`config.mk`:
```
export PLATFORM = sky130hd
export DESIGN_NAME = vna_ctrl
export DESIGN_NICKNAME = d
export VERILOG_FILES = /design/src/rtl/core/vna_pkg.sv /design/src/rtl/core/vna_ctrl.sv
export SDC_FILE = /design/constraint.sdc
export NUM_CORES = 1
export LEC_CHECK = 0
export BUFFER_PORTS_ARGS = -buffer_cell sky130_fd_sc_hd__buf_2
export CORE_MARGIN = 1
export CORE_UTILIZATION = 50
export CTS_CLUSTER_SIZE = 16
export DETAILED_ROUTE_END_ITERATION = 12
export GPL_TIMING_DRIVEN = 1
export PLACE_DENSITY = 0.74
export SLEW_MARGIN = 25
export SYNTH_ARGS = -nofsm -noshare
export SYNTH_HDL_FRONTEND = slang
export SYNTH_SLANG_ARGS = --single-unit
```
`constraint.sdc`:
```
create_clock -name clk_i -period 4 [get_ports clk_i]
set_input_delay 1 -clock clk_i [delete_from_list [all_inputs] [get_ports clk_i]]
set_output_delay 1 -clock clk_i [all_outputs]
set_load 0.005 [all_outputs]
```
`src/rtl/core/vna_pkg.sv`:
```
package vna_pkg;

  localparam int unsigned MAX_VERTICES = 1024;
  localparam int unsigned MAX_INDICES  = 4096;
  localparam int unsigned VA_W         = $clog2(MAX_VERTICES);  // vertex address
  localparam int unsigned IA_W         = $clog2(MAX_INDICES);   // index address
  localparam int unsigned VC_W         = 11;                    // vertex_count
  localparam int unsigned IC_W         = 13;                    // index_count
  localparam int unsigned SUM_W        = 48;
  localparam int unsigned CR_W         = 35;                    // one cross product term
  localparam int unsigned CFG_IDX_W    = 1;
  localparam int unsigned CFG_DATA_W   = 13;

  // input word function codes
  typedef enum logic [1:0] {
    FUNC_WR_POS    = 2'd0,
    FUNC_WR_IDX    = 2'd1,
    FUNC_COMPUTE   = 2'd2,
    FUNC_RD_NORMAL = 2'd3
  } func_e;

  // configuration register indexes
  typedef enum logic [CFG_IDX_W-1:0] {
    CFG_VERTEX_COUNT = 1'b0,
    CFG_INDEX_COUNT  = 1'b1
  } cfg_reg_e;

  typedef struct packed {
    logic [1:0]         func;
    logic [11:0]        slot;
    logic signed [15:0] pos_x;
    logic signed [15:0] pos_y;
    logic signed [15:0] pos_z;
    logic [9:0]         index_value;
  } vna_in_t;

  typedef struct packed {
    logic [9:0]         vertex_slot;
    logic signed [15:0] normal_x;
    logic signed [15:0] normal_y;
    logic signed [15:0] normal_z;
    logic               is_done;
    logic               index_fault;
  } vna_out_t;

  // datapath operations issued by the controller
  typedef enum logic [4:0] {
    OP_NONE,
    OP_ACCEPT,
    OP_CLR,
    OP_TRI_INIT,
    OP_SEQ_V,
    OP_IDX_RD,
    OP_SKIP,
    OP_POS_RD,
    OP_EDGE,
    OP_MUL,
    OP_SUM_RD,
    OP_SUM_WR,
    OP_NEXT,
    OP_EMIT_DONE,
    OP_RD_SLOT,
    OP_MAG,
    OP_SHIFT,
    OP_SQ,
    OP_SQRT_INIT,
    OP_SQRT_STEP,
    OP_DIV_INIT,
    OP_DIV_STEP,
    OP_DIV_END,
    OP_EMIT_RD
  } dp_op_e;

  typedef enum logic [4:0] {
    ST_INIT_CLR,
    ST_IDLE,
    ST_CLR,
    ST_TRI_INIT,
    ST_TRI,
    ST_IDX,
    ST_CHECK,
    ST_POS,
    ST_EDGE,
    ST_MUL,
    ST_SRD,
    ST_SWR,
    ST_NEXT,
    ST_DONE,
    ST_RSEL,
    ST_MAG,
    ST_SHIFT,
    ST_SQ,
    ST_SQRT_INIT,
    ST_SQRT,
    ST_DIV_INIT,
    ST_DIV,
    ST_DIV_END,
    ST_EMIT
  } ctl_state_e;

  typedef struct packed {
    dp_op_e     op;
    logic [2:0] lane;
  } vna_cmd_t;

  typedef struct packed {
    logic clr_last;
    logic tri_more;
    logic indexed;
    logic vfault;
    logic slot_oob;
    logic zero;
    logic big;
    logic sqrt_busy;
    logic div_last;
  } vna_stat_t;

endpackage

```
`src/rtl/core/vna_ctrl.sv`:
```
module vna_ctrl import vna_pkg::*; (
  input  logic        clk_i,
  input  logic        rst_ni,
  input  logic        start_i,
  input  logic [1:0]  func_i,
  input  vna_stat_t   stat_i,
  output vna_cmd_t    cmd_o,
  output logic        busy_o
);

  ctl_state_e state_q, state_d;
  logic [2:0] lane_q, lane_d;

  // state register
  always_ff @(posedge clk_i or negedge rst_ni) begin
    if (!rst_ni) begin
      state_q <= ST_INIT_CLR;
      lane_q  <= 3'd0;
    end else begin
      state_q <= state_d;
      lane_q  <= lane_d;
    end
  end

  // next state
  always_comb begin
    state_d = state_q;
    lane_d  = lane_q;
    unique case (state_q)
      ST_INIT_CLR: if (stat_i.clr_last) state_d = ST_IDLE;
      ST_IDLE: begin
        lane_d = 3'd0;
        if (start_i) begin
          unique case (func_i)
            FUNC_COMPUTE:   state_d = ST_CLR;
            FUNC_RD_NORMAL: state_d = ST_RSEL;
            default:        state_d = ST_IDLE;
          endcase
        end
      end
      ST_CLR:      if (stat_i.clr_last) state_d = ST_TRI_INIT;
      ST_TRI_INIT: state_d = ST_TRI;
      ST_TRI: begin
        lane_d = 3'd0;
        if (!stat_i.tri_more)    state_d = ST_DONE;
        else if (stat_i.indexed) state_d = ST_IDX;
        else                     state_d = ST_POS;
      end
      ST_IDX: begin
        lane_d = lane_q + 3'd1;
        if (lane_q == 3'd3) begin
          lane_d  = 3'd0;
          state_d = ST_CHECK;
        end
      end
      ST_CHECK: state_d = stat_i.vfault ? ST_TRI : ST_POS;
      ST_POS: begin
        lane_d = lane_q + 3'd1;
        if (lane_q == 3'd3) begin
          lane_d  = 3'd0;
          state_d = ST_EDGE;
        end
      end
      ST_EDGE: state_d = ST_MUL;
      ST_MUL: begin
        lane_d = lane_q + 3'd1;
        if (lane_q == 3'd6) begin
          lane_d  = 3'd0;
          state_d = ST_SRD;
        end
      end
      ST_SRD: state_d = ST_SWR;
      ST_SWR: begin
        lane_d  = lane_q + 3'd1;
        state_d = ST_SRD;
        if (lane_q == 3'd2) begin
          lane_d  = 3'd0;
          state_d = ST_NEXT;
        end
      end
      ST_NEXT:  state_d = ST_TRI;
      ST_DONE:  state_d = ST_IDLE;
      ST_RSEL:  state_d = stat_i.slot_oob ? ST_EMIT : ST_MAG;
      ST_MAG:   state_d = ST_SHIFT;
      ST_SHIFT: begin
        lane_d = 3'd0;
        if (stat_i.zero)     state_d = ST_EMIT;
        else if (!stat_i.big) state_d = ST_SQ;
      end
      ST_SQ: begin
        lane_d = lane_q + 3'd1;
        if (lane_q == 3'd3) begin
          lane_d  = 3'd0;
          state_d = ST_SQRT_INIT;
        end
      end
      ST_SQRT_INIT: state_d = ST_SQRT;
      ST_SQRT:      if (!stat_i.sqrt_busy) state_d = ST_DIV_INIT;
      ST_DIV_INIT:  state_d = ST_DIV;
      ST_DIV:       if (stat_i.div_last) state_d = ST_DIV_END;
      ST_DIV_END: begin
        lane_d  = lane_q + 3'd1;
        state_d = ST_DIV_INIT;
        if (lane_q == 3'd2) state_d = ST_EMIT;
      end
      ST_EMIT: state_d = ST_IDLE;
      default: state_d = ST_IDLE;
    endcase
  end

  // command decode
  always_comb begin
    cmd_o.op   = OP_NONE;
    cmd_o.lane = lane_q;
    unique case (state_q)
      ST_INIT_CLR, ST_CLR: cmd_o.op = OP_CLR;
      ST_IDLE:      if (start_i) cmd_o.op = OP_ACCEPT;
      ST_TRI_INIT:  cmd_o.op = OP_TRI_INIT;
      ST_TRI:       if (stat_i.tri_more && !stat_i.indexed) cmd_o.op = OP_SEQ_V;
      ST_IDX:       cmd_o.op = OP_IDX_RD;
      ST_CHECK:     if (stat_i.vfault) cmd_o.op = OP_SKIP;
      ST_POS:       cmd_o.op = OP_POS_RD;
      ST_EDGE:      cmd_o.op = OP_EDGE;
      ST_MUL:       cmd_o.op = OP_MUL;
      ST_SRD:       cmd_o.op = OP_SUM_RD;
      ST_SWR:       cmd_o.op = OP_SUM_WR;
      ST_NEXT:      cmd_o.op = OP_NEXT;
      ST_DONE:      cmd_o.op = OP_EMIT_DONE;
      ST_RSEL:      if (!stat_i.slot_oob) cmd_o.op = OP_RD_SLOT;
      ST_MAG:       cmd_o.op = OP_MAG;
      ST_SHIFT:     if (!stat_i.zero && stat_i.big) cmd_o.op = OP_SHIFT;
      ST_SQ:        cmd_o.op = OP_SQ;
      ST_SQRT_INIT: cmd_o.op = OP_SQRT_INIT;
      ST_SQRT:      if (stat_i.sqrt_busy) cmd_o.op = OP_SQRT_STEP;
      ST_DIV_INIT:  cmd_o.op = OP_DIV_INIT;
      ST_DIV:       cmd_o.op = OP_DIV_STEP;
      ST_DIV_END:   cmd_o.op = OP_DIV_END;
      ST_EMIT:      cmd_o.op = OP_EMIT_RD;
      default:      cmd_o.op = OP_NONE;
    endcase
  end

  assign busy_o = (state_q != ST_IDLE);

endmodule

```
==> results.json <==
{
  "status": "finished clean",
  "antenna_cells": 0,
  "required_ns": 3.00,
  "worst_r2r_path_depth": 6,
  "dr.pass1.iters": 4,
  "grt_overflow": 0,
  "min_from": "lane_q[1]",
  "area_growth_pct": 8.59,
  "drv_slew": 0,
  "peakVddDrop_mv": 0.511,
  "place_congestion": 0.841,
  "grt_pass1_vias": 827,
  "syn_area_um2": 1060,
  "dp_cells": 178,
  "reg2reg_slack_ns": 1.81,
  "dieArea_um2": 2320,
  "port_buffers": 22,
  "yosysUniqueCellTypes": 51,
  "multiInputGateArea_um2": 754,
  "drv_cap": 0,
  "synth-seq-cells": 8,
  "netlist_top_cells_area": "dfrtp_1 (19%), nand2b_1 (5.9%), a21oi_1 (5.2%)",
  "cts_tree": "done",
  "ant_nets": 0,
  "drive_above_1_share_pct": 22.1,
  "endpoint_kind": "output pin",
  "crit_type": "in2out",
  "worst_slew_pin_slew_ns": 0.871,
  "cts_resized": 0,
  "synth_area_leader_cell": "dfrtp_1",
  "finalSetupTns_ns": 0,
  "htreeDepth": 1,
  "final.period_utilization_pct": 73.9,
  "cts_buffer_depth": 2,
  "clock_latency_ns": 0.25,
  "synth_common_cells": "a21oi_1 (11), o21ai_0 (11), nand2_1 (10), nand2b_1 (10), nor2_1 (10)",
  "ys.warnings.count": 0,
  "ys_seq_area_share_pct": 18.8,
  "clk_pin_slew_worst_paths_ns": 0.05,
  "holdBufCountCts": 0,
  "core_area_um2": 1980,
  "slew_headroom_pct": 41.9,
  "fmax_mhz": 338,
  "power.total_mw": 0.893,
  "gr-usage-all-layers_pct": 21.8,
  "die_h_um": 48.1,
  "drt-total-wl_um": 2420,
  "numClockSinks": 8,
  "start_util_pct": 53.7,
  "syn_inst": 141,
  "final_nets": 174,
  "yosysTopAreaCellShare_pct": 18.8,
  "antenna_found_initial": 0,
  "route.detailed.drc": 0,
  "p_leak_nw": 0.496,
  "regToRegEndpoint": "lane_q[2]",
  "synth_edf_count": 0,
  "hold_class": "reg2reg",
  "hold_path_depth": 1,
  "holdPathEnd": "lane_q[1]",
  "powerDensity_nw_per_um2": 774,
  "avgRoutedWirePerCell_um": 13.4,
  "die_w_um": 48.1,
  "syn-num-nets": 159,
  "dp_hpwl_um": 1750,
  "ff_latch_area_um2": 200,
  "critPathLaunchType": "input port",
  "ys_async_sr_fraction_pct": 100,
  "fin_crit_ns": 2.96,
  "rsz0062_at_grt": "false",
  "synth_flop_cell": "dfrtp_1",
  "r2r-start": "state_q[2]",
  "vias": 1083,
  "rows": 16,
  "crit_arrival_ns": 1.96,
  "avgSynthCellArea_um2": 7.54,
  "ios": 23,
  "cts_buffers": 3,
  "fin_cells": 181,
  "clock_skew_ns": 0.00197,
  "crit_path_max_fanout": 2,
  "cts_setup_buffers": 0,
  "setup_viol": 0,
  "drt_iter0_markers": 22,
  "viasPerCell": 5.98,
  "fillCellCount": 202,
  "grt_pass1_wl_um": 3580,
  "grt_max_degree": 29,
  "cts_root_buf": "clkbuf_4",
  "finalHoldViolations": 0
}
final cells by class:
cell class | instances | share of cell area (%)
sequential | 8 | 17.3
inverter | 7 | 2.28
tap | 27 | 2.93
multi-input combinational | 113 | 65.3
clock buffer | 3 | 1.95
timing repair buffer | 23 | 10.2
worst max-delay path by stage:
stage / slack, ns / startpoint / cells past startpoint / end
CTS: 1.05 / stat_i[7] / 7 / cmd_o[5]
global placement: 1.10 / stat_i[7] / 7 / cmd_o[5]
global route: 0.88 / stat_i[7] / 7 / cmd_o[5]
floorplan: 1.35 / stat_i[7] / 5 / cmd_o[5]
detailed placement: 1.05 / stat_i[7] / 7 / cmd_o[5]
finish: 1.04 / stat_i[7] / 7 / cmd_o[5]
worst max-delay path, cell delays in order:
cell	delay, ns
buf_2	0.10
nor2b_1	0.14
nor3_1	0.15
a21oi_1	0.06
o311ai_0	0.30
nand2_1	0.08
buf_2	0.13
sequential cells by signal, summed over array words and instances (netlist names):
name     flops
state_q      5
lane_q       3
stage by stage:
stage / hold slack, ns / setup WS [ns] / instance area [um^2] / utilization [%]
after floorplan: 0.523 / 1.35 / 1060 / -
after global placement: 0.534 / 1.10 / 1130 / 57.1
after detailed placement: 0.544 / 1.05 / 1130 / 57.1
after CTS: 0.556 / 1.05 / 1150 / 58.3
after global routing: 0.590 / 0.882 / 1150 / 58.3
final: 0.549 / 1.04 / 1150 / 58.3
cell families after synthesis:
family	share of synthesized area, %
AO/OA/AOI/OAI	32.8
flip-flops	18.8
multiplexers	4.12
adder cells (fa/ha/maj)	4.71
buffers and inverters	10.2
AND/OR/NAND/NOR	29.3
cells in the final DEF, fill, tap and decap left out, types with 3 or more instances in the layout:
| master | instances |
|---|---|
| a21o_1 | 3 |
| a21oi_1 | 11 |
| buf_2 | 22 |
| clkbuf_4 | 3 |
| dfrtp_1 | 8 |
| ha_1 | 4 |
| inv_1 | 7 |
| nand2_1 | 10 |
| nand2b_1 | 10 |
| nand3_1 | 3 |
| nor2_1 | 10 |
| nor2b_1 | 4 |
| nor3_1 | 4 |
| o21ai_0 | 11 |
routing by layer:
metal / vias up / routed length [um] / track usage (%)
li1: 544 / - / -
met1: 496 / 1140 / 32.7
met2: 39 / 1110 / 33.8
met3: 4 / 135 / 0
met4: 0 / 34 / 8.33
met5: - / 0 / 0
where the power goes:
group | internal, mW | switching (mW)
sequential | 0.114 | 0.161
combinational | 0.296 | 0.265
clock | 0.0340 | 0.0232
(Power assumes the default switching activity.)
